**src/hw/rtl/fvhi_pkg.sv**
```systemverilog
// Shared types and constants for the fenced version hash index.
// No dependencies.
package fvhi_pkg;

    localparam int KEY_W = 64;
    localparam int CNT_W = 11;
    localparam int HOME_W = 10;

    typedef enum logic [1:0] {
        ST_OK          = 2'd0,
        ST_STALE_EPOCH = 2'd1,
        ST_STALE_GEN   = 2'd2,
        ST_FULL_OR_MISS = 2'd3
    } status_t;

    localparam logic MODE_UPSERT = 1'b0;
    localparam logic MODE_LOOKUP = 1'b1;

    // one queued command from front to back
    typedef struct packed {
        logic            mode;
        logic [63:0]     id_high;
        logic [63:0]     id_low;
        logic [HOME_W-1:0] home_slot;
        logic [63:0]     epoch;
        logic [63:0]     generation;
        logic            tombstone;
        logic [63:0]     location;
        logic [63:0]     attributes;
    } cmd_t;

    // stored slot contents (key plus entry)
    typedef struct packed {
        logic [63:0] key_high;
        logic [63:0] key_low;
        logic [63:0] epoch;
        logic [63:0] generation;
        logic        dead;
        logic [63:0] location;
        logic [63:0] attributes;
    } slot_t;

    localparam int SLOT_W = $bits(slot_t);

    typedef struct packed {
        logic [1:0]       status;
        logic             found;
        logic [63:0]      epoch;
        logic [63:0]      generation;
        logic             tombstone;
        logic [63:0]      location;
        logic [63:0]      attributes;
        logic [CNT_W-1:0] entry_count;
        logic [CNT_W-1:0] live_count;
        logic [CNT_W-1:0] dead_count;
    } result_t;

    typedef enum logic [2:0] {
        BK_IDLE,
        BK_READ,
        BK_CHECK,
        BK_EMIT,
        BK_CLEAR
    } bk_state_t;

endpackage

```
**src/hw/rtl/fvhi_front.sv**
```systemverilog
// Front end: accepts items into a short command queue.
// Depends on fvhi_pkg.
module fvhi_front
    import fvhi_pkg::*;
#(
    parameter int DEPTH = 2
) (
    input  logic clk,
    input  logic rst_n,
    input  logic push,
    output logic full,
    input  cmd_t cmd_in,
    output logic cmd_valid,
    input  logic cmd_take,
    output cmd_t cmd_out
);

    localparam int AW = (DEPTH > 1) ? $clog2(DEPTH) : 1;

    cmd_t            q_reg [DEPTH];
    logic [AW-1:0]   wr_reg, rd_reg;
    logic [AW:0]     cnt_reg;
    logic            do_push, do_pop;

    assign full      = (cnt_reg == (AW+1)'(DEPTH));
    assign cmd_valid = (cnt_reg != '0);
    assign cmd_out   = q_reg[rd_reg];
    assign do_push   = push && !full;
    assign do_pop    = cmd_take && cmd_valid;

    // payload storage
    always_ff @(posedge clk)
    begin
        if (do_push)
        begin
            q_reg[wr_reg] <= cmd_in;
        end
    end

    // pointers and fill
    always_ff @(posedge clk or negedge rst_n)
    begin
        if (!rst_n)
        begin
            wr_reg  <= '0;
            rd_reg  <= '0;
            cnt_reg <= '0;
        end
        else
        begin
            if (do_push)
            begin
                wr_reg <= (wr_reg == AW'(DEPTH-1)) ? '0 : wr_reg + 1'b1;
            end
            if (do_pop)
            begin
                rd_reg <= (rd_reg == AW'(DEPTH-1)) ? '0 : rd_reg + 1'b1;
            end
            cnt_reg <= cnt_reg + (AW+1)'(do_push) - (AW+1)'(do_pop);
        end
    end

endmodule

```
**config.mk**
```make
export PLATFORM = sky130hd
export DESIGN_NAME = fvhi_front
export DESIGN_NICKNAME = d
export VERILOG_FILES = /design/src/hw/rtl/fvhi_pkg.sv /design/src/hw/rtl/fvhi_front.sv
export SDC_FILE = /design/constraint.sdc
export NUM_CORES = 1
export LEC_CHECK = 0
export BUFFER_PORTS_ARGS = -buffer_cell sky130_fd_sc_hd__buf_4
export CAP_MARGIN = 0
export CORE_AREA = 2 2 313 315
export DETAILED_ROUTE_END_ITERATION = 10
export DIE_AREA = 0 0 315 317
export PLACE_DENSITY = 0.52
export SYNTH_ARGS = -nofsm -noshare
export SYNTH_HDL_FRONTEND = slang
export SYNTH_SLANG_ARGS = --single-unit
```
**constraint.sdc**
```tcl
create_clock -name clk -period 48.6 [get_ports clk]
set_clock_uncertainty 0.15 [all_clocks]
set_input_delay 14.58 -clock clk [delete_from_list [all_inputs] [get_ports clk]]
set_output_delay 14.58 -clock clk [all_outputs]
set_load 0.01 [all_outputs]
```
==> reports/metrics.csv <==
stage,metric,value,unit
setup_path,Critical R2R Launch,cnt_reg[1],
floorplan,# IOs,798,
sta,setup TNS,0,ns
global_route,largest net degree at the start of global routing,164,
cells_and_area,share of cells above drive strength 1,0.611,
sta,max-slew violations,0,
cells_and_area,filler cell count,8656,
drt,TritonRoute pass-1 iters,6,
pwr,Clk pwr share,0.257,
job,MaxCap Viol Count,0,
cells_and_area,area of the multi-input gates,0.00580,sq mm
sta,Final Hold Viols,0,
setup_path,crit-path cells,buf_4 -> buf_4 -> mux2_2 -> buf_4,
pwr,Pwr Total,0.00247,W
setup_path,R2R Setup Slk,44.33,ns
setup_path,r2r endpoint,q_reg[0][330],
clock_tree,CTS resizes,0,
synth,post-synth top area cell,edfxtp_1,
floorplan,Die ar.,0.0999,sq mm
synth,post-synthesis sequential area ratio,0.791,
clock_tree,clk slew on worst S/H paths,0.06,ns
pwr,P_int,0.00176,W
min_path,Hold Crit Class,flop to flop,
pwr,Comb pwr share,0.345,
setup_path,critical path launch point,rd_reg,
cells_and_area,register area,0.0239,sq mm
setup_path,Worst setup EP type,output pin,
global_route,vias in the first global route,15737,
min_path,Hold Path Origin,cnt_reg[1],
pwr,P_leak,15.7,nW
sta,RSZ-0062 raised after global routing,false,
global_route,Congestion Overflow GR,0,
cells_and_area,"most common cell after layout, fill and taps aside",buf_4,
sta,slew margin rel.,0.226,
cells_and_area,design area,0.0402,sq mm
cells_and_area,"commonest cells after routing, fill and taps aside","buf_4, edfxtp_1, mux2_4",
placed_design,DP HPWL,51900,um
synth,Cell variety after synth,17,
pwr,Psw,0.000712,W
synth,post-synth top area share,0.788,
cells_and_area,max reg flops,792,
floorplan,Core ar.,0.0963,sq mm
setup_path,FF-to-FF path depth,6,
setup_path,Crit path max-delay family,buffers and inverters,
synth,Yosys warnings,0,
clock_tree,CTS tree,built,
floorplan,Rows,114,
drt,via density per instance,4.25,
clock_tree,Sink Count,796,
sta,worst-margin pin slew,1.16,ns
drt,final WL,74600,um
setup_path,Crit Path Category,flop to output pin,
synth,syn_nets,1652,
setup_path,WP data required,33.87,ns
placed_design,"Cell Area, Placed",0.0374,sq mm
pwr,Net Sw Frac,0.288,
sta,WHS,0.356,ns
outcome,status,completed,
floorplan,Initial Util,0.314,
global_route,initial antenna violation count,14,
placed_design,GP Congestion,0.760,
synth,"FF+latch count, synth",796,
cells_and_area,post-layout util,0.418,
min_path,hold endpoint,cnt_reg[1],
min_path,hold path cells,1,
cells_and_area,Area Growth Syn to Fin,33.2,%
drt,number of routed nets with antenna violations,0,
drt,Vias,14711,
pwr,power density cells,61.5,mW/mm^2
pwr,Seq pwr share,0.398,
setup_path,most frequent cell on the critical path,buf_4,
setup_path,CP Max Fanout,60,
setup_path,"Slowest-stage cell, CP",buf_4,
floorplan,chip height,317,um
global_route,gr usage total,0.142,
sta,final critical-path required period,18.89,ns
pwr,Max IR drop VDD,43.8,uV
clock_tree,clock root cell,clkbuf_16,
cells_and_area,Final nets,2510,
setup_path,startpoint types,flop,
sta,fmax,53.0,MHz
clock_tree,Worst-Skew Late Latency,0.64,ns
floorplan,Die Wd,315,um
drt,drt drc,0,
setup_path,CP bufs+invs,3,
synth,synthesized area,0.0302,sq mm
clock_tree,CTS Hold Bufs,0,
global_route,first-pass GRT wire length,103000,um
clock_tree,TritonCTS buffer count,88,
placed_design,IO Port Bufs,797,
setup_path,Worst path max stage delay,0.99,ns
setup_path,CP arrival,4.16,ns
clock_tree,Longest Clk Path Bufs,3,
clock_tree,total setup buffers inserted after CTS,0,
clock_tree,# H-tree levels,3,
drt,routed wire length per instance,21.5,um
sta,final period utilization,0.389,
synth,synth top area cells,"edfxtp_1, mux2_4, mux2_2, buf_6, buf_8",
synth,syn avg cell area,24.1,sq um
drt,Starting DRT DRC Count,838,
sta,final setup fails,0,
synth,Cells after Synth,1250,
==> cells by family (layout without fill, tap and decap cells) <==
| group | Yosys count | after routing | share of synthesized area |
|---|---|---|---|
| mux | 396 | 396 | 0.189 |
| simple gates | 6 | 6 | 0.00108 |
| fa+ha+maj | 2 | 2 | 0.000829 |
| buf+inv | 46 | 973 | 0.0169 |
| xor+xnor | 4 | 4 | 0.00116 |
| flops | 796 | 796 | 0.791 |
| other cells | 0 | 8 | 0 |
==> metal layers <==
| metal | track usage | vias up | routed length (um) |
|---|---|---|---|
| li1 | - | 6734 | - |
| met3 | 0.0558 | 113 | 6680 |
| met2 | 0.263 | 506 | 41000 |
| met1 | 0.139 | 7348 | 24900 |
| met4 | 0.0590 | 10 | 1830 |
| met5 | 0 | - | 74 |
==> through the flow <==
stage / std cells / setup WS, ns
floorplan: 1250 / 16.23
global placement: 3294 / 30.19
detailed placement: 3294 / 30.10
CTS: 3453 / 29.51
global route: 3460 / 29.46
finish: 3461 / 29.71
==> worst register-to-register path, cell delays in order, from the launching register on <==
cell      delay, ns
dfrtp_1        0.40
nand2b_1       0.13
nand2_1        0.16
nor2_4         0.58
buf_4          0.70
buf_4          0.95
buf_4          0.81
==> power by group through the flow <==
stage                     clock network [W]  registers, W  logic (W)
after floorplan                           0       0.00107   0.000520
after global placement                    0      0.000991   0.000872
after detailed placement                  0      0.000999   0.000872
after CTS                          0.000659      0.000985   0.000875
after global routing               0.000684      0.000996   0.000906
final                              0.000636      0.000983   0.000852
==> cells in the mapped netlist <==
| cell | count |
|---|---|
| xor2_1 | 1 |
| and2_1 | 1 |
| dfrtp_1 | 4 |
| ha_1 | 2 |
| and3_1 | 1 |
| edfxtp_1 | 792 |
| nand2b_1 | 1 |
| buf_6 | 26 |
| nor2_1 | 1 |
| nand2_1 | 1 |
| mux2_2 | 66 |
| xnor2_1 | 3 |
| inv_1 | 2 |
| buf_2 | 6 |
| or2_2 | 1 |
| buf_8 | 12 |
| mux2_4 | 330 |
==> worst max path at each step <==
stage	depth (start not counted)	slack, ns	end
finish	4	29.71	cmd_out[383]
detailed placement	6	30.10	q_reg[0][300]
global route	4	29.46	cmd_out[395]
floorplan	2	16.23	q_reg[0][0]
global placement	6	30.19	q_reg[0][321]
CTS	4	29.51	cmd_out[15]
==> layout make-up <==
| class | count | area share |
|---|---|---|
| sequential | 796 | 0.594 |
| timing repair buffer | 812 | 0.152 |
| multi-input combinational | 408 | 0.144 |
| clock buffer | 108 | 0.0593 |
| tap | 1276 | 0.0397 |
| clock inverter | 51 | 0.00943 |
| antenna | 8 | 0.000498 |
| inverter | 2 | 0.000187 |
(Power assumes the default switching activity.)
